### config.mk
export PLATFORM = sky130hd
export DESIGN_NAME = one_shot_periodic_timer_bank_flat
export DESIGN_NICKNAME = d
export VERILOG_FILES = /design/src/sv/otpt_pkg.sv /design/src/sv/otpt_req_if.sv /design/src/sv/otpt_rsp_if.sv /design/src/sv/otpt_ram.sv /design/src/sv/otpt_out.sv /design/src/sv/otpt_seq.sv /design/src/sv/one_shot_periodic_timer_bank.sv /design/src/flat_wrapper.sv
export SDC_FILE = /design/constraint.sdc
export NUM_CORES = 1
export LEC_CHECK = 0
export ABC_AREA = 1
export BUFFER_PORTS_ARGS = -buffer_cell sky130_fd_sc_hd__buf_2
export CAP_MARGIN = 25
export CELL_PAD_IN_SITES_DETAIL_PLACEMENT = 1
export CELL_PAD_IN_SITES_GLOBAL_PLACEMENT = 2
export CORE_ASPECT_RATIO = 1.75
export CORE_UTILIZATION = 46
export DETAILED_ROUTE_END_ITERATION = 12
export HOLD_SLACK_MARGIN = 0.06
export PLACE_DENSITY_LB_ADDON = 0.3
export SLEW_MARGIN = 20
export SYNTH_ARGS = -nofsm -noshare
export SYNTH_HDL_FRONTEND = slang
export SYNTH_SLANG_ARGS = --single-unit
### constraint.sdc
create_clock -name clock -period 6.4 [get_ports clock]
set_input_delay 1.28 -clock clock [delete_from_list [all_inputs] [get_ports clock]]
set_output_delay 1.28 -clock clock [all_outputs]
set_load 0.005 [all_outputs]
### src/sv/otpt_pkg.sv
// Shared constants, types and helper functions of the timer bank.
`default_nettype none

package otpt_pkg;

   localparam int NUM_TIMERS = 16;
   localparam int COUNT_BITS = 16;
   localparam int NUM_RATES  = 4;

   // Timers covered by the rate map register, two bits each.
   localparam int MAP_TIMERS = 16;
   localparam int ADDR_BITS  = (NUM_TIMERS > 1) ? $clog2(NUM_TIMERS) : 1;
   localparam int ENTRY_BITS = 2 * COUNT_BITS;

   // Command codes.
   localparam logic [2:0] CMD_ARM    = 3'd0;
   localparam logic [2:0] CMD_DISARM = 3'd1;
   localparam logic [2:0] CMD_REARM  = 3'd2;
   localparam logic [2:0] CMD_READ   = 3'd3;
   localparam logic [2:0] CMD_TICK   = 3'd4;

   typedef logic [COUNT_BITS-1:0] count_type;
   typedef logic [ADDR_BITS-1:0]  addr_type;

   // One result item.
   typedef struct packed {
      logic [3:0]  timer_id;
      logic        was_running;
      logic [15:0] count_out;
      logic        expired;
      logic        error;
      logic        last;
   } rsp_item_type;

   // Result handed from the sequencer to the output register.
   typedef struct packed {
      logic         valid;
      rsp_item_type item;
   } rsp_push_type;

   // Access of the state memory; an entry holds {period, count}.
   typedef struct packed {
      logic                  rd_en;
      addr_type              rd_addr;
      logic                  wr_en;
      addr_type              wr_addr;
      logic [ENTRY_BITS-1:0] wr_data;
   } ram_req_type;

   function automatic addr_type addr_of_index(input logic [3:0] idx);
      logic [31:0] wide;
      wide = 32'(idx);
      return wide[ADDR_BITS-1:0];
   endfunction

   function automatic logic [3:0] id_of_addr(input addr_type a);
      logic [31:0] wide;
      wide = 32'(a);
      return wide[3:0];
   endfunction

   function automatic count_type count_of_field(input logic [15:0] v);
      logic [31:0] wide;
      wide = 32'(v);
      return wide[COUNT_BITS-1:0];
   endfunction

   function automatic logic [15:0] field_of_count(input count_type c);
      logic [31:0] wide;
      wide = 32'(c);
      return wide[15:0];
   endfunction

   // Rate group of a timer; timers beyond the map belong to group zero.
   function automatic logic [1:0] group_of(input logic [31:0] map, input addr_type t);
      logic [31:0] shifted;
      shifted = map >> (32'(t) << 1);
      if (32'(t) >= MAP_TIMERS) begin
         return 2'd0;
      end
      return shifted[1:0];
   endfunction

endpackage

`default_nettype wire

### src/sv/otpt_req_if.sv
// Command channel of the timer bank.
`default_nettype none

interface otpt_req_if;
   logic        valid;
   logic        ready;
   logic [2:0]  cmd;
   logic [3:0]  timer_index;
   logic [15:0] count_value;
   logic [15:0] period_value;
   logic [1:0]  tick_group;

   modport source (output valid, output cmd, output timer_index, output count_value,
                   output period_value, output tick_group, input ready);
   modport sink   (input valid, input cmd, input timer_index, input count_value,
                   input period_value, input tick_group, output ready);
endinterface

`default_nettype wire

### src/sv/otpt_rsp_if.sv
// Result channel of the timer bank.
`default_nettype none

interface otpt_rsp_if;
   logic        valid;
   logic        ready;
   logic [3:0]  timer_id;
   logic        was_running;
   logic [15:0] count_out;
   logic        expired;
   logic        error;
   logic        last;

   modport source (output valid, output timer_id, output was_running, output count_out,
                   output expired, output error, output last, input ready);
   modport sink   (input valid, input timer_id, input was_running, input count_out,
                   input expired, input error, input last, output ready);
endinterface

`default_nettype wire

### src/sv/otpt_ram.sv
// Generic single-port-write, single-port-read RAM with registered read data.
`default_nettype none

module otpt_ram #(
   parameter int WIDTH = 32,
   parameter int DEPTH = 16,
   localparam int ADDR_BITS = (DEPTH > 1) ? $clog2(DEPTH) : 1
) (
   input  wire logic                 clock,
   input  wire logic                 wr_en,
   input  wire logic [ADDR_BITS-1:0] wr_addr,
   input  wire logic [WIDTH-1:0]     wr_data,
   input  wire logic                 rd_en,
   input  wire logic [ADDR_BITS-1:0] rd_addr,
   output logic      [WIDTH-1:0]     rd_data
);

   logic [WIDTH-1:0] mem_ff [DEPTH];
   logic [WIDTH-1:0] rd_data_ff;

   // Write port and registered read port.
   always_ff @(posedge clock) begin
      if (wr_en) begin
         mem_ff[wr_addr] <= wr_data;
      end
      if (rd_en) begin
         rd_data_ff <= mem_ff[rd_addr];
      end
   end

   assign rd_data = rd_data_ff;

endmodule

`default_nettype wire

### src/sv/otpt_out.sv
// Output register of the timer bank: holds one result item until it is taken.
`default_nettype none

module otpt_out (
   input  wire logic                  clock,
   input  wire logic                  reset,
   input  wire otpt_pkg::rsp_push_type push,
   output logic                       busy,
   otpt_rsp_if.source                 rsp_bus
);

   logic                   valid_ff;
   logic                   valid_in;
   otpt_pkg::rsp_item_type item_ff;

   // A new item may enter in the cycle the held one is taken.
   assign busy = valid_ff && !rsp_bus.ready;

   always_comb begin
      valid_in = valid_ff;
      if (push.valid) begin
         valid_in = 1'b1;
      end else if (rsp_bus.ready) begin
         valid_in = 1'b0;
      end
   end

   always_ff @(posedge clock) begin
      if (reset) begin
         valid_ff <= 1'b0;
      end else begin
         valid_ff <= valid_in;
      end
   end

   // Payload needs no reset.
   always_ff @(posedge clock) begin
      if (push.valid) begin
         item_ff <= push.item;
      end
   end

   assign rsp_bus.valid       = valid_ff;
   assign rsp_bus.timer_id    = item_ff.timer_id;
   assign rsp_bus.was_running = item_ff.was_running;
   assign rsp_bus.count_out   = item_ff.count_out;
   assign rsp_bus.expired     = item_ff.expired;
   assign rsp_bus.error       = item_ff.error;
   assign rsp_bus.last        = item_ff.last;

endmodule

`default_nettype wire

### src/sv/otpt_seq.sv
// Command sequencer: reads, modifies and writes back timer entries.
`default_nettype none

module otpt_seq (
   input  wire logic                                clock,
   input  wire logic                                reset,
   otpt_req_if.sink                                 req_bus,
   input  wire logic                                csr_write_enable,
   input  wire logic [31:0]                         csr_write_data,
   input  wire logic                                busy,
   output otpt_pkg::rsp_push_type                   push,
   output otpt_pkg::ram_req_type                    ram_req,
   input  wire logic [otpt_pkg::ENTRY_BITS-1:0]     rd_data
);

   typedef enum logic [3:0] {
      ST_IDLE  = 4'b0001,
      ST_EXEC  = 4'b0010,
      ST_WALK  = 4'b0100,
      ST_FLUSH = 4'b1000
   } state_type;

   localparam otpt_pkg::addr_type LAST_TIMER =
      otpt_pkg::ADDR_BITS'(otpt_pkg::NUM_TIMERS - 1);

   state_type            state_ff, state_in;
   logic [31:0]          rate_map_ff;
   logic [2:0]           cmd_ff;
   logic [3:0]           idx_ff;
   otpt_pkg::count_type  cval_ff;
   otpt_pkg::count_type  pval_ff;
   logic [1:0]           grp_ff;
   otpt_pkg::addr_type   walk_ff, walk_in;
   logic                 pend_valid_ff, pend_valid_in;
   logic [3:0]           pend_id_ff, pend_id_in;
   logic [otpt_pkg::NUM_TIMERS-1:0] entry_valid_ff;
   logic                 rd_valid_ff;

   logic                 accept;
   otpt_pkg::count_type  cur_count;
   otpt_pkg::count_type  cur_period;
   logic                 running;
   logic                 bad_cmd;
   logic                 tick_match;
   logic                 tick_expire;

   assign req_bus.ready = (state_ff == ST_IDLE);
   assign accept        = req_bus.valid && req_bus.ready;

   // An entry never written since reset reads as a stopped timer.
   assign cur_count  = rd_valid_ff ? rd_data[otpt_pkg::COUNT_BITS-1:0] : '0;
   assign cur_period = rd_valid_ff ? rd_data[otpt_pkg::ENTRY_BITS-1:otpt_pkg::COUNT_BITS]
                                   : '0;
   assign running    = (cur_count != '0);
   assign bad_cmd    = (cmd_ff > otpt_pkg::CMD_TICK)
                    || (32'(idx_ff) >= otpt_pkg::NUM_TIMERS);

   // Tick decision for the timer whose entry is on the read port.
   assign tick_match  = (32'(grp_ff) < otpt_pkg::NUM_RATES)
                     && (otpt_pkg::group_of(rate_map_ff, walk_ff) == grp_ff)
                     && running;
   assign tick_expire = tick_match && (cur_count == otpt_pkg::count_type'(1));

   // Sequencer and memory access.
   always_comb begin
      state_in      = state_ff;
      walk_in       = walk_ff;
      pend_valid_in = pend_valid_ff;
      pend_id_in    = pend_id_ff;
      push          = '0;
      ram_req       = '0;

      case (state_ff)
         ST_IDLE: begin
            if (accept) begin
               ram_req.rd_en = 1'b1;
               walk_in       = '0;
               pend_valid_in = 1'b0;
               if (req_bus.cmd == otpt_pkg::CMD_TICK) begin
                  ram_req.rd_addr = '0;
                  state_in        = ST_WALK;
               end else begin
                  ram_req.rd_addr = otpt_pkg::addr_of_index(req_bus.timer_index);
                  state_in        = ST_EXEC;
               end
            end
         end

         ST_EXEC: begin
            if (!busy) begin
               push.valid         = 1'b1;
               push.item.timer_id = idx_ff;
               push.item.last     = 1'b1;
               ram_req.wr_addr    = otpt_pkg::addr_of_index(idx_ff);
               state_in           = ST_IDLE;
               if (bad_cmd) begin
                  push.item.error = 1'b1;
               end else begin
                  case (cmd_ff)
                     otpt_pkg::CMD_ARM: begin
                        if (running || (cval_ff == '0)) begin
                           push.item.error = 1'b1;
                        end else begin
                           ram_req.wr_en   = 1'b1;
                           ram_req.wr_data = {pval_ff, cval_ff};
                        end
                     end
                     otpt_pkg::CMD_DISARM: begin
                        push.item.was_running = running;
                        ram_req.wr_en         = 1'b1;
                        ram_req.wr_data       = {cur_period, otpt_pkg::count_type'(0)};
                     end
                     otpt_pkg::CMD_REARM: begin
                        push.item.was_running = running;
                        if (cval_ff == '0) begin
                           push.item.error = 1'b1;
                        end else begin
                           ram_req.wr_en   = 1'b1;
                           ram_req.wr_data = {cur_period, cval_ff};
                        end
                     end
                     default: begin
                        push.item.count_out = otpt_pkg::field_of_count(cur_count);
                     end
                  endcase
               end
            end
         end

         ST_WALK: begin
            // An expiry must hand the earlier one on, so it waits for room.
            if (!(tick_expire && pend_valid_ff && busy)) begin
               if (tick_match) begin
                  ram_req.wr_en   = 1'b1;
                  ram_req.wr_addr = walk_ff;
                  ram_req.wr_data = tick_expire
                                  ? {cur_period, cur_period}
                                  : {cur_period, cur_count - otpt_pkg::count_type'(1)};
               end
               if (tick_expire) begin
                  if (pend_valid_ff) begin
                     push.valid         = 1'b1;
                     push.item.timer_id = pend_id_ff;
                     push.item.expired  = 1'b1;
                  end
                  pend_valid_in = 1'b1;
                  pend_id_in    = otpt_pkg::id_of_addr(walk_ff);
               end
               if (walk_ff == LAST_TIMER) begin
                  state_in = ST_FLUSH;
               end else begin
                  ram_req.rd_en   = 1'b1;
                  ram_req.rd_addr = walk_ff + otpt_pkg::addr_type'(1);
                  walk_in         = walk_ff + otpt_pkg::addr_type'(1);
               end
            end
         end

         ST_FLUSH: begin
            // The final expiry of a tick carries the last flag.
            if (!pend_valid_ff) begin
               state_in = ST_IDLE;
            end else if (!busy) begin
               push.valid         = 1'b1;
               push.item.timer_id = pend_id_ff;
               push.item.expired  = 1'b1;
               push.item.last     = 1'b1;
               pend_valid_in      = 1'b0;
               state_in           = ST_IDLE;
            end
         end

         default: begin
            state_in = ST_IDLE;
         end
      endcase
   end

   // Control state.
   always_ff @(posedge clock) begin
      if (reset) begin
         state_ff       <= ST_IDLE;
         rate_map_ff    <= '0;
         pend_valid_ff  <= 1'b0;
         entry_valid_ff <= '0;
         rd_valid_ff    <= 1'b0;
      end else begin
         state_ff      <= state_in;
         pend_valid_ff <= pend_valid_in;
         if (csr_write_enable) begin
            rate_map_ff <= csr_write_data;
         end
         if (ram_req.wr_en) begin
            entry_valid_ff[ram_req.wr_addr] <= 1'b1;
         end
         if (ram_req.rd_en) begin
            rd_valid_ff <= entry_valid_ff[ram_req.rd_addr];
         end
      end
   end

   // Command fields and walk position.
   always_ff @(posedge clock) begin
      walk_ff    <= walk_in;
      pend_id_ff <= pend_id_in;
      if (accept) begin
         cmd_ff  <= req_bus.cmd;
         idx_ff  <= req_bus.timer_index;
         cval_ff <= otpt_pkg::count_of_field(req_bus.count_value);
         pval_ff <= otpt_pkg::count_of_field(req_bus.period_value);
         grp_ff  <= req_bus.tick_group;
      end
   end

endmodule

`default_nettype wire

### src/sv/one_shot_periodic_timer_bank.sv
// Bank of one-shot and periodic down-counting timers: top level.
//
// Commands enter on req_bus (valid/ready); results leave on rsp_bus.
// The rate map register is written through csr_write_enable/csr_write_data.
// Arm, disarm, rearm and read, and any invalid command (flagged error), each give
// one result, flagged last, pushed once the entry is read and the output register
// has room, then offered from that register; the next command is taken after the push.
// A tick walks the whole bank, one timer per cycle unless an expiry stalls, through
// the single read port of the state memory, and reports each expiry of its rate
// group in index order, the last one flagged; a flush state after the walk hands
// on that last expiry, and the tick gives no result if nothing expires.
// A stalled receiver holds its result in the output register; the walk
// pauses only when a second expiry finds that register still full.
// Reset clears the rate map and marks every entry unwritten, so all timers
// read as stopped with zero period at once; no clearing pass is needed.
`default_nettype none

module one_shot_periodic_timer_bank (
   input  wire logic  clock,
   input  wire logic  reset,
   otpt_req_if.sink   req_bus,
   otpt_rsp_if.source rsp_bus,
   input  wire logic        csr_write_enable,
   input  wire logic [31:0] csr_write_data
);

   otpt_pkg::rsp_push_type             push;
   otpt_pkg::ram_req_type              ram_req;
   logic                               busy;
   logic [otpt_pkg::ENTRY_BITS-1:0]    rd_data;

   // Timer state memory: {period, count} per timer.
   otpt_ram #(
      .WIDTH (otpt_pkg::ENTRY_BITS),
      .DEPTH (otpt_pkg::NUM_TIMERS)
   ) u_state_ram (
      .clock   (clock),
      .wr_en   (ram_req.wr_en),
      .wr_addr (ram_req.wr_addr),
      .wr_data (ram_req.wr_data),
      .rd_en   (ram_req.rd_en),
      .rd_addr (ram_req.rd_addr),
      .rd_data (rd_data)
   );

   // Command sequencer.
   otpt_seq u_seq (
      .clock            (clock),
      .reset            (reset),
      .req_bus          (req_bus),
      .csr_write_enable (csr_write_enable),
      .csr_write_data   (csr_write_data),
      .busy             (busy),
      .push             (push),
      .ram_req          (ram_req),
      .rd_data          (rd_data)
   );

   // Result output register.
   otpt_out u_out (
      .clock   (clock),
      .reset   (reset),
      .push    (push),
      .busy    (busy),
      .rsp_bus (rsp_bus)
   );

endmodule

`default_nettype wire

### src/flat_wrapper.sv
// flat-port wrapper written by rule: the top's interface ports become plain ports
module one_shot_periodic_timer_bank_flat 
  (clock, reset, csr_write_enable, csr_write_data, req_bus_valid, req_bus_cmd, req_bus_timer_index, req_bus_count_value, req_bus_period_value, req_bus_tick_group, req_bus_ready, rsp_bus_valid, rsp_bus_timer_id, rsp_bus_was_running, rsp_bus_count_out, rsp_bus_expired, rsp_bus_error, rsp_bus_last, rsp_bus_ready);
  otpt_req_if req_bus_i ();
  otpt_rsp_if rsp_bus_i ();
  input  wire logic clock;
  input  wire logic reset;
  input  wire logic csr_write_enable;
  input  wire logic [31:0] csr_write_data;
  input wire logic [$bits(req_bus_i.valid)-1:0] req_bus_valid;
  input wire logic [$bits(req_bus_i.cmd)-1:0] req_bus_cmd;
  input wire logic [$bits(req_bus_i.timer_index)-1:0] req_bus_timer_index;
  input wire logic [$bits(req_bus_i.count_value)-1:0] req_bus_count_value;
  input wire logic [$bits(req_bus_i.period_value)-1:0] req_bus_period_value;
  input wire logic [$bits(req_bus_i.tick_group)-1:0] req_bus_tick_group;
  output wire logic [$bits(req_bus_i.ready)-1:0] req_bus_ready;
  output wire logic [$bits(rsp_bus_i.valid)-1:0] rsp_bus_valid;
  output wire logic [$bits(rsp_bus_i.timer_id)-1:0] rsp_bus_timer_id;
  output wire logic [$bits(rsp_bus_i.was_running)-1:0] rsp_bus_was_running;
  output wire logic [$bits(rsp_bus_i.count_out)-1:0] rsp_bus_count_out;
  output wire logic [$bits(rsp_bus_i.expired)-1:0] rsp_bus_expired;
  output wire logic [$bits(rsp_bus_i.error)-1:0] rsp_bus_error;
  output wire logic [$bits(rsp_bus_i.last)-1:0] rsp_bus_last;
  input wire logic [$bits(rsp_bus_i.ready)-1:0] rsp_bus_ready;
  assign req_bus_i.valid = req_bus_valid;
  assign req_bus_i.cmd = req_bus_cmd;
  assign req_bus_i.timer_index = req_bus_timer_index;
  assign req_bus_i.count_value = req_bus_count_value;
  assign req_bus_i.period_value = req_bus_period_value;
  assign req_bus_i.tick_group = req_bus_tick_group;
  assign req_bus_ready = req_bus_i.ready;
  assign rsp_bus_valid = rsp_bus_i.valid;
  assign rsp_bus_timer_id = rsp_bus_i.timer_id;
  assign rsp_bus_was_running = rsp_bus_i.was_running;
  assign rsp_bus_count_out = rsp_bus_i.count_out;
  assign rsp_bus_expired = rsp_bus_i.expired;
  assign rsp_bus_error = rsp_bus_i.error;
  assign rsp_bus_last = rsp_bus_i.last;
  assign rsp_bus_i.ready = rsp_bus_ready;
  one_shot_periodic_timer_bank u_core (.clock(clock), .reset(reset), .req_bus(req_bus_i), .rsp_bus(rsp_bus_i), .csr_write_enable(csr_write_enable), .csr_write_data(csr_write_data));
endmodule
# [After elaboration in Yosys (flattened, before gate mapping)]
# Memories as Yosys holds them, arrays and structs flattened. A register that Yosys moved wholly into a read port is not among the register bits.
# Index checks and enable logic that the tools add are counted.
[word_totals] word_cells=136 memories=1 ff_bits=128 mem_bits_rw=512
[mem_list] name="u_core.u_state_ram.mem_ff" words=16 width=32 rd=1 rd_ports_with_merged_regs=1 write_ports=1 line_no="otpt_ram.sv:18" rtl="logic [WIDTH-1:0] mem_ff [DEPTH];"
[op_classes] magnitude_cmp=4 n_reduce_logical=24 add_sub_neg=2 bitwise=4 n_eq_ne=15 n_shift=1 muxes=66
[ops] operator="two-way mux 32 bit" count=3
[ops] operator="one-hot mux 32 bit (3 select lines)" count=1
[ops] operator="two-way mux 37 bit" count=2
[ops] operator="one-hot mux 37 bit (2 select lines)" count=1
[ops] operator="two-way mux 16 bit" count=4
[ops] operator="two-way mux 42 bit" count=1
[ops] operator="two-way mux 4 bit" count=9
[ops] operator="two-way mux 5 bit" count=7
[ops] operator="right shift 32 x 5 -> 2 bit" count=1
[ops] operator="two-way mux 1 bit" count=24
[ops] operator="two-way mux 22 bit" count=1
[ops] operator="two-way mux 17 bit" count=1
[ops] operator="== test 16 x 1 -> 1 bit, second input constant" count=1
[ops] operator="zero test 16 bit" count=1
[ops] operator="bitwise OR 16 bit" count=1
[ops] operator="one-hot mux 4 bit (4 select lines)" count=1
[ops] operator="nonzero test 16 bit" count=1
[ops] operator="subtractor 16 x 1 -> 16 bit, second input constant" count=1
[ops] operator="one-hot mux 5 bit (3 select lines)" count=1
[ops] operator="< comparator 4 x 5 -> 1 bit, second input constant" count=2
[ops] operator="one-hot mux 5 bit (2 select lines)" count=1
[ops] operator="== test 4 bit, second input constant" count=2
[ops] operator="!= test 2 bit, second input constant" count=4
[ops] operator="one-hot mux 4 bit (2 select lines)" count=1
[ops] operator="29 further kinds" count=44

# [Longest topological paths before layout]
[logic_depth] word_depth=13 ltp_mapped=23 ltp_nobuf=19

# [Cells and area by module]
# Synthesis repeated with hierarchy kept, for this count alone.
[unflattened] cells_unflattened=2945 area_unflattened_um2=29637.2
[by_module_without_submodules] module="otpt_ram" seq_area_each_um2=16335.7 n_inst=1 area_per_inst_um2=23050.9 cells_per_inst=2120
[by_module_without_submodules] module="otpt_seq" seq_area_each_um2=2552.4 n_inst=1 area_per_inst_um2=5819.3 cells_per_inst=795
[by_module_without_submodules] module="otpt_out" seq_area_each_um2=740.7 n_inst=1 area_per_inst_um2=767.0 cells_per_inst=30

# [Worst setup path before layout]
# No wires, ideal clock.
[synth_timing] kind="in2reg" from="input req_bus_valid" to="register u_core.u_state_ram.rd_data_ff[28], in the netlist u_core.u_state_ram.rd_data[28] (read register of u_core.u_state_ram.mem_ff), data pin" t_arrival_ns=4.537 cell_stages=11 n_path_buf=2 setup_slack_ns=1.610 required_time_ns=6.146 setup_ns=0.254 path_cell_list="inv_1 -> nor2_1 -> nand3_1 -> nand2_2 -> buf_2 -> clkbuf_1 -> a21oi_1 -> o21ai_0 -> o211ai_1 -> nand3_1 -> nand2_1"
[synth_between] elab_chain_cells=3
[synth_rtl] element="start, declared" line_no="flat_wrapper.sv:10" rtl="input wire logic [$bits(req_bus_i.valid)-1:0] req_bus_valid;"
[synth_rtl] element="logical AND 1 bit" line_no="otpt_seq.sv:48" rtl="assign accept = req_bus.valid && req_bus.ready;"
[synth_rtl] element="via u_core.u_seq.accept" line_no="otpt_seq.sv:39" rtl="logic accept;"
[synth_rtl] element="two-way mux 5 bit" line_no="otpt_seq.sv:75" rtl="if (accept) begin"
[synth_rtl] element="one-hot mux 5 bit (2 select lines)" line_no="otpt_seq.sv:73" rtl="case (state_ff)"
[synth_rtl] element="end, declared" line_no="otpt_ram.sv:19" rtl="logic [WIDTH-1:0] rd_data_ff;"
# The timed path passes the listed nets, and every way through them passes these cells.
# A chain may end at the register's enable or synchronous reset.

# [Final worst setup path]
[layout_timing] from="register u_core.u_seq.walk_ff[0]" to="memory u_core.u_state_ram.mem_ff[5][2] (enable)"
[layout_between] elab_chain_cells=10 elab_cells_between_ends=11 cone_classes="1 x eq/ne; 1 x shift; 5 x mux; 4 x reduce/logical"
[layout_rtl] element="start, declared" line_no="otpt_seq.sv:33" rtl="otpt_pkg::addr_type walk_ff, walk_in;"
[layout_rtl] element="start signal, assigned" line_no="otpt_seq.sv:204" rtl="walk_ff <= walk_in;"
[layout_rtl] element="right shift 32 x 5 -> 2 bit" line_no="otpt_pkg.sv:77" rtl="shifted = map >> (32'(t) << 1);"
[layout_rtl] element="== test 2 bit" line_no="otpt_seq.sv:60" rtl="&& (otpt_pkg::group_of(rate_map_ff, walk_ff) == grp_ff)"
[layout_rtl] element="logical AND 1 bit" line_no="otpt_seq.sv:61" rtl="&& running;"
[layout_rtl] element="logical AND 1 bit" line_no="otpt_seq.sv:62" rtl="assign tick_expire = tick_match && (cur_count == otpt_pkg::count_type'(1));"
[layout_rtl] element="logical AND 1 bit (2 in a row)" line_no="otpt_seq.sv:132" rtl="if (!(tick_expire && pend_valid_ff && busy)) begin"
[layout_rtl] element="two-way mux 42 bit (*)" line_no="otpt_seq.sv:132"
[layout_rtl] element="one-hot mux 37 bit (2 select lines) (*)" line_no="otpt_seq.sv:73"
[layout_rtl] element="two-way mux 1 bit" line_no="otpt_ram.sv:23" rtl="if (wr_en) begin"
[layout_rtl] element="two-way mux 1 bit (not written as such)" line_no="otpt_ram.sv:24" rtl="mem_ff[wr_addr] <= wr_data;"
[layout_rtl] element="end, declared" line_no="otpt_ram.sv:18"
# Mark *: on every way between the ends. The rest lies on a longest branch, timed or not.

==> flow_summary.html <==
<table>
<tr><th>Metric</th><th>Value</th></tr>
<tr><th colspan="2">Clock tree</th></tr>
<tr><td>H-tree depth</td><td>2</td></tr>
<tr><td>Count of buffers added by post-CTS timing repair for setup</td><td>0</td></tr>
<tr><td>Number of buffers added by the clock tree synthesis step</td><td>between 60 and 70</td></tr>
<tr><td>Clock Latency Late Sink</td><td>0.65 ns</td></tr>
<tr><td>Clk slew on worst S/H paths</td><td>0.07 ns</td></tr>
<tr><td>Maximum buffer depth of the clock tree</td><td>3</td></tr>
<tr><td>Clock sink count</td><td>672</td></tr>
<tr><td>TritonCTS clock tree</td><td>built</td></tr>
<tr><td>Number of instances resized during post-cts repair</td><td>0</td></tr>
<tr><td>Clock root buffer master</td><td>sky130_fd_sc_hd__clkbuf_16</td></tr>
<tr><td>Post-cts hold buffer count</td><td>0</td></tr>
<tr><th colspan="2">Synth</th></tr>
<tr><td>Number of flip-flops and latches in the synthesized netlist</td><td>672</td></tr>
<tr><td>Post-synthesis share of cell area spent on xor and xnor gates</td><td>0.00442</td></tr>
<tr><td>Post-Synth Adder-Cell Area</td><td>0.00135</td></tr>
<tr><td>Post-synthesis instance area</td><td>0.0277 mm^2</td></tr>
<tr><td>Sequential cell area fraction in the yosys report</td><td>0.708</td></tr>
<tr><td>Avg Cell Area, Syn</td><td>12.0 um^2</td></tr>
<tr><td>Commonest register cell after synthesis</td><td>sky130_fd_sc_hd__edfxtp_1</td></tr>
<tr><td>Share of the synthesized area in the top cell type</td><td>0.668</td></tr>
<tr><td>Dominant combinational cell family by area after synthesis</td><td>compound AO/OA/AOI/OAI gates</td></tr>
<tr><td>Fraction of the mapped netlist area in simple logic gates</td><td>0.0710</td></tr>
<tr><td>Number of flops mapped to enable cells by yosys</td><td>617</td></tr>
<tr><td>Async set-reset flop share out of synthesis</td><td>0</td></tr>
<tr><td>Multiplexer share of the synthesized area</td><td>0</td></tr>
<tr><td>Number of nets in the synthesized netlist</td><td>around 2,400</td></tr>
<tr><td>Syn Inst Count</td><td>~2,300</td></tr>
<tr><td>Area leader, netlist</td><td>sky130_fd_sc_hd__edfxtp_1</td></tr>
<tr><td>Yosys warns</td><td>0</td></tr>
<tr><td>Unique masters post-synth</td><td>35</td></tr>
<tr><td>Complex-gate fraction of the synthesized area</td><td>0.156</td></tr>
<tr><td>Synth top area cells</td><td>sky130_fd_sc_hd__edfxtp_1 (67%), sky130_fd_sc_hd__o21ai_0 (5.8%), sky130_fd_sc_hd__a21oi_1 (5.4%)</td></tr>
<tr><th colspan="2">Power</th></tr>
<tr><td>Maximum vdd drop</td><td>a little under 0.3 mV</td></tr>
<tr><td>Leakage</td><td>10.6 nW</td></tr>
<tr><td>Power per unit of standard cell area</td><td>376 mW/mm^2</td></tr>
<tr><th colspan="2">Global routing</th></tr>
<tr><td>Residual overflow from global routing</td><td>0</td></tr>
<tr><td>Initial antenna violation count</td><td>1</td></tr>
<tr><td>Number of global-route vias before repair</td><td>slightly above 20,000</td></tr>
<tr><td>Total Routing Usage GR</td><td>0.288</td></tr>
<tr><td>Pin count of the biggest net entering global routing</td><td>138</td></tr>
<tr><td>First-pass GRT wire length</td><td>130,000 um</td></tr>
<tr><th colspan="2">Timing</th></tr>
<tr><td>Fin Setup TNS</td><td>0 ns</td></tr>
<tr><td>Fraction of the cycle the final worst path needs</td><td>0.752</td></tr>
<tr><td>Slew of the pin with the lowest slew margin</td><td>roughly 1.1 ns</td></tr>
<tr><td>Hold violation total from the final report</td><td>0</td></tr>
<tr><td>Skew final</td><td>0.0239 ns</td></tr>
<tr><td>Final worst path period need</td><td>4.81 ns</td></tr>
<tr><td>Total count of max-transition violations in the final report</td><td>0</td></tr>
<tr><td>Headroom to the max-slew limit</td><td>0.270</td></tr>
<tr><td>Number of setup violations in the final report</td><td>0</td></tr>
<tr><td>RSZ-0062 raised after global routing</td><td>false</td></tr>
<tr><td>Final hold slack</td><td>0.460 ns</td></tr>
<tr><td>Highest clock rate</td><td>208 MHz</td></tr>
<tr><th colspan="2">Die</th></tr>
<tr><td>Area enclosed by the die boundary</td><td>0.0613 mm^2</td></tr>
<tr><td>Number of placement rows</td><td>118</td></tr>
<tr><td>Number of placed I/O pins</td><td>104</td></tr>
<tr><td>Die height</td><td>327 um</td></tr>
<tr><td>Die Span X</td><td>188 um</td></tr>
<tr><td>Initial cell density of the core</td><td>0.467</td></tr>
<tr><td>Core Box Area</td><td>just under 0.06 mm^2</td></tr>
<tr><th colspan="2">Finish</th></tr>
<tr><td>Util after Layout</td><td>0.528</td></tr>
<tr><td>Diode insertion count for antenna repair</td><td>0</td></tr>
<tr><td>P&amp;R area growth vs syn</td><td>13.1%</td></tr>
<tr><td>Count of nets after finishing</td><td>2,469</td></tr>
<tr><td>Filler Cell Count</td><td>about 6,200</td></tr>
<tr><td>Ratio of cells with drive above 1 in the final layout</td><td>0.130</td></tr>
<tr><th colspan="2">Min path</th></tr>
<tr><td>Worst hold path class</td><td>reg2reg</td></tr>
<tr><td>Hold depth</td><td>2</td></tr>
<tr><td>Launch instance of the worst min-delay path</td><td>u_core.u_seq.entry_valid_ff[7]</td></tr>
<tr><th colspan="2">Routing</th></tr>
<tr><td>Drt first-iter violations</td><td>1,550</td></tr>
<tr><td>Detailed-router iteration count before antenna repair</td><td>5</td></tr>
<tr><td>Post-route DRC</td><td>0</td></tr>
<tr><td>Remaining antenna violation count</td><td>0</td></tr>
<tr><td>Per-cell via count in the routed design</td><td>around 6</td></tr>
<tr><td>Detailed-route via count</td><td>19,230</td></tr>
<tr><td>Total length of routed wires</td><td>87,700 um</td></tr>
<tr><td>Routed wire length per instance</td><td>27.3 um</td></tr>
<tr><th colspan="2">Setup path</th></tr>
<tr><td>Crit Reg-Reg Startpoint</td><td>u_core.u_seq.walk_ff[0]</td></tr>
<tr><td>Element type at the critical path end</td><td>register</td></tr>
<tr><td>Required time at the worst-slack endpoint</td><td>6.75 ns</td></tr>
<tr><td>Maximum fanout encountered on the critical timing path</td><td>28</td></tr>
<tr><td>WP data arrival</td><td>5.16 ns</td></tr>
<tr><td>Start point of the critical path</td><td>u_core.u_seq.walk_ff[0]</td></tr>
<tr><td>Critical path startpoint category</td><td>register</td></tr>
<tr><td>Number of cells traversed by the worst register-to-register path</td><td>15</td></tr>
<tr><td>Kind of critical path</td><td>reg2reg</td></tr>
<tr><th colspan="2">Placement</th></tr>
<tr><td>Buffers on Ports</td><td>103</td></tr>
<tr><td>Final Wtd Congestion</td><td>about 0.87</td></tr>
<tr><td>Half-perimeter wire length of the detailed placement result</td><td>between 50,000 and 60,000 um</td></tr>
<tr><th colspan="2">Run status</th></tr>
<tr><td>Status</td><td>finished, final reports clean</td></tr>
<tr><th colspan="2">Run</th></tr>
<tr><td>Maximum capacitance violations</td><td>0</td></tr>
</table>
## cell usage after synthesis, types with 7 or more instances
| master | count |
|---|---|
| sky130_fd_sc_hd__buf_2 | 49 |
| sky130_fd_sc_hd__edfxtp_1 | 617 |
| sky130_fd_sc_hd__nand2_2 | 9 |
| sky130_fd_sc_hd__inv_1 | 239 |
| sky130_fd_sc_hd__buf_1 | 10 |
| sky130_fd_sc_hd__xor2_1 | 9 |
| sky130_fd_sc_hd__dfxtp_1 | 55 |
| sky130_fd_sc_hd__a21oi_1 | 299 |
| sky130_fd_sc_hd__o211ai_1 | 129 |
| sky130_fd_sc_hd__nand2_1 | 161 |
| sky130_fd_sc_hd__o21ai_1 | 23 |
| sky130_fd_sc_hd__nand3_1 | 146 |
| sky130_fd_sc_hd__buf_6 | 7 |
| sky130_fd_sc_hd__a32o_1 | 8 |
| sky130_fd_sc_hd__o21ai_0 | 321 |
| sky130_fd_sc_hd__inv_2 | 7 |
| sky130_fd_sc_hd__nor3_1 | 10 |
| sky130_fd_sc_hd__nor2_1 | 83 |
| sky130_fd_sc_hd__clkbuf_1 | 80 |
## critical path: stages (launching register included)
cell and delay, ns:
sky130_fd_sc_hd__edfxtp_1 0.97, sky130_fd_sc_hd__inv_2 0.31, sky130_fd_sc_hd__nand2_1 0.16, sky130_fd_sc_hd__nand3_1 0.09, sky130_fd_sc_hd__nand3_1 0.10, sky130_fd_sc_hd__nand3_1 0.14
sky130_fd_sc_hd__nand3_1 0.24, sky130_fd_sc_hd__nand3_2 0.15, sky130_fd_sc_hd__nor3_1 0.16, sky130_fd_sc_hd__nand2_1 0.27, sky130_fd_sc_hd__o21ai_0 0.58, sky130_fd_sc_hd__inv_1 0.11
sky130_fd_sc_hd__nor2_1 0.27, sky130_fd_sc_hd__nand2_1 0.16, sky130_fd_sc_hd__inv_2 0.51, sky130_fd_sc_hd__buf_4 0.31
## cells in the final DEF, fill, tap and decap left out, types with 3 or more instances in the layout
cell / synthesis / routed
sky130_fd_sc_hd__edfxtp_1: 617 / 617
sky130_fd_sc_hd__clkinv_2: 0 / 11
sky130_fd_sc_hd__a32o_1: 8 / 8
sky130_fd_sc_hd__ha_1: 3 / 3
sky130_fd_sc_hd__nor3_1: 10 / 10
sky130_fd_sc_hd__clkbuf_16: 0 / 62
sky130_fd_sc_hd__o21ai_0: 321 / 320
sky130_fd_sc_hd__buf_12: 0 / 8
sky130_fd_sc_hd__buf_2: 49 / 103
sky130_fd_sc_hd__o22ai_1: 3 / 3
sky130_fd_sc_hd__nand3_1: 146 / 145
sky130_fd_sc_hd__o211ai_1: 129 / 129
sky130_fd_sc_hd__xnor2_1: 5 / 5
sky130_fd_sc_hd__inv_2: 7 / 24
sky130_fd_sc_hd__o21ai_1: 23 / 23
sky130_fd_sc_hd__nor2_1: 83 / 81
sky130_fd_sc_hd__nand4_1: 4 / 4
sky130_fd_sc_hd__dfxtp_1: 55 / 55
sky130_fd_sc_hd__nand2_2: 9 / 7
sky130_fd_sc_hd__a21oi_1: 299 / 299
sky130_fd_sc_hd__clkbuf_1: 80 / 9
sky130_fd_sc_hd__nand3_4: 1 / 3
sky130_fd_sc_hd__nand3_2: 4 / 3
sky130_fd_sc_hd__bufinv_16: 0 / 13
sky130_fd_sc_hd__nor4_1: 6 / 6
sky130_fd_sc_hd__buf_4: 6 / 57
sky130_fd_sc_hd__inv_1: 239 / 222
sky130_fd_sc_hd__xor2_1: 9 / 9
sky130_fd_sc_hd__clkinv_1: 0 / 9
sky130_fd_sc_hd__nand2_1: 161 / 161
sky130_fd_sc_hd__nor2_2: 3 / 4
## registers in the layout, summed over array words and instances (netlist names)
register	count
u_core.u_state_ram.mem_ff	512
u_core.u_seq.pend_valid_ff	1
u_core.u_seq.state_ff	4
u_core.u_seq.entry_valid_ff	16
u_core.u_seq.grp_ff	2
u_core.u_seq.rd_valid_ff	1
u_core.u_out.rsp_bus.count_out	16
u_core.u_seq.walk_ff	4
u_core.u_state_ram.rd_data	32
u_core.u_out.rsp_bus.timer_id	4
u_core.u_out.rsp_bus.expired	1
u_core.u_seq.idx_ff	4
u_core.u_seq.cval_ff	16
u_core.u_seq.cmd_ff	3
u_core.u_seq.rate_map_ff	32
u_core.u_seq.pend_id_ff	4
u_core.u_out.rsp_bus.last	1
u_core.u_out.rsp_bus.was_running	1
u_core.u_seq.pval_ff	16
u_core.u_out.rsp_bus.error	1
u_core.u_out.rsp_bus.valid	1
## power breakdown
group          internal, mW  switching (mW)
Combinational         0.669            1.90
Sequential             5.08           0.194
Clock                  2.30            1.66
## final timing paths
path,to,slack [ns]
worst max-delay path,u_core.u_state_ram.mem_ff[5][2],1.59
worst min-delay path,u_core.u_seq.entry_valid_ff[7],0.46
worst max register to register,u_core.u_state_ram.mem_ff[5][2],1.59
worst min register to register,u_core.u_seq.entry_valid_ff[7],0.46
## metrics by stage
step / total power [mW] / instance area, um^2 / setup WS (ns) / std cells
2_1_floorplan: 6.90 / 27700 / 1.61 / 2307
3_3_place_gp: 7.83 / 29200 / 1.85 / 3103
3_5_place_dp: 7.90 / 29200 / 1.59 / 3104
4_1_cts: 11.8 / 31300 / 1.63 / 3216
5_1_grt: 12.2 / 31400 / 1.20 / 3217
6_report: 11.8 / 31400 / 1.59 / 3217
## routing by layer
layer | global-route usage | wire length (um) | up-vias
met4 | 0.144 | 4470 | 2
met5 | 0 | 9 | -
met1 | 0.344 | 33400 | 9758
met2 | 0.505 | 44900 | 718
li1 | - | - | 8544
met3 | 0.0416 | 4970 | 208
## kinds of logic (layout without fill, tap and decap cells)
kind of cell / after synthesis / count (layout)
adder cells (fa/ha/maj): 3 / 3
AO/OA/AOI/OAI: 787 / 787
AND/OR/NAND/NOR: 433 / 433
buffers and inverters: 398 / 528
flip-flops: 672 / 672
XOR/XNOR: 14 / 14
## layout make-up
type / count / area (um^2) / area share
flip-flops and latches: 672 / 19600 / 0.626
clock inverters: 41 / 553 / 0.0176
inverters: 246 / 923 / 0.0294
well taps: 780 / 976 / 0.0311
multi-input cells: 1237 / 6550 / 0.209
repair buffers: 170 / 1150 / 0.0365
clock buffers: 71 / 1590 / 0.0505
(Power assumes the default switching activity.)
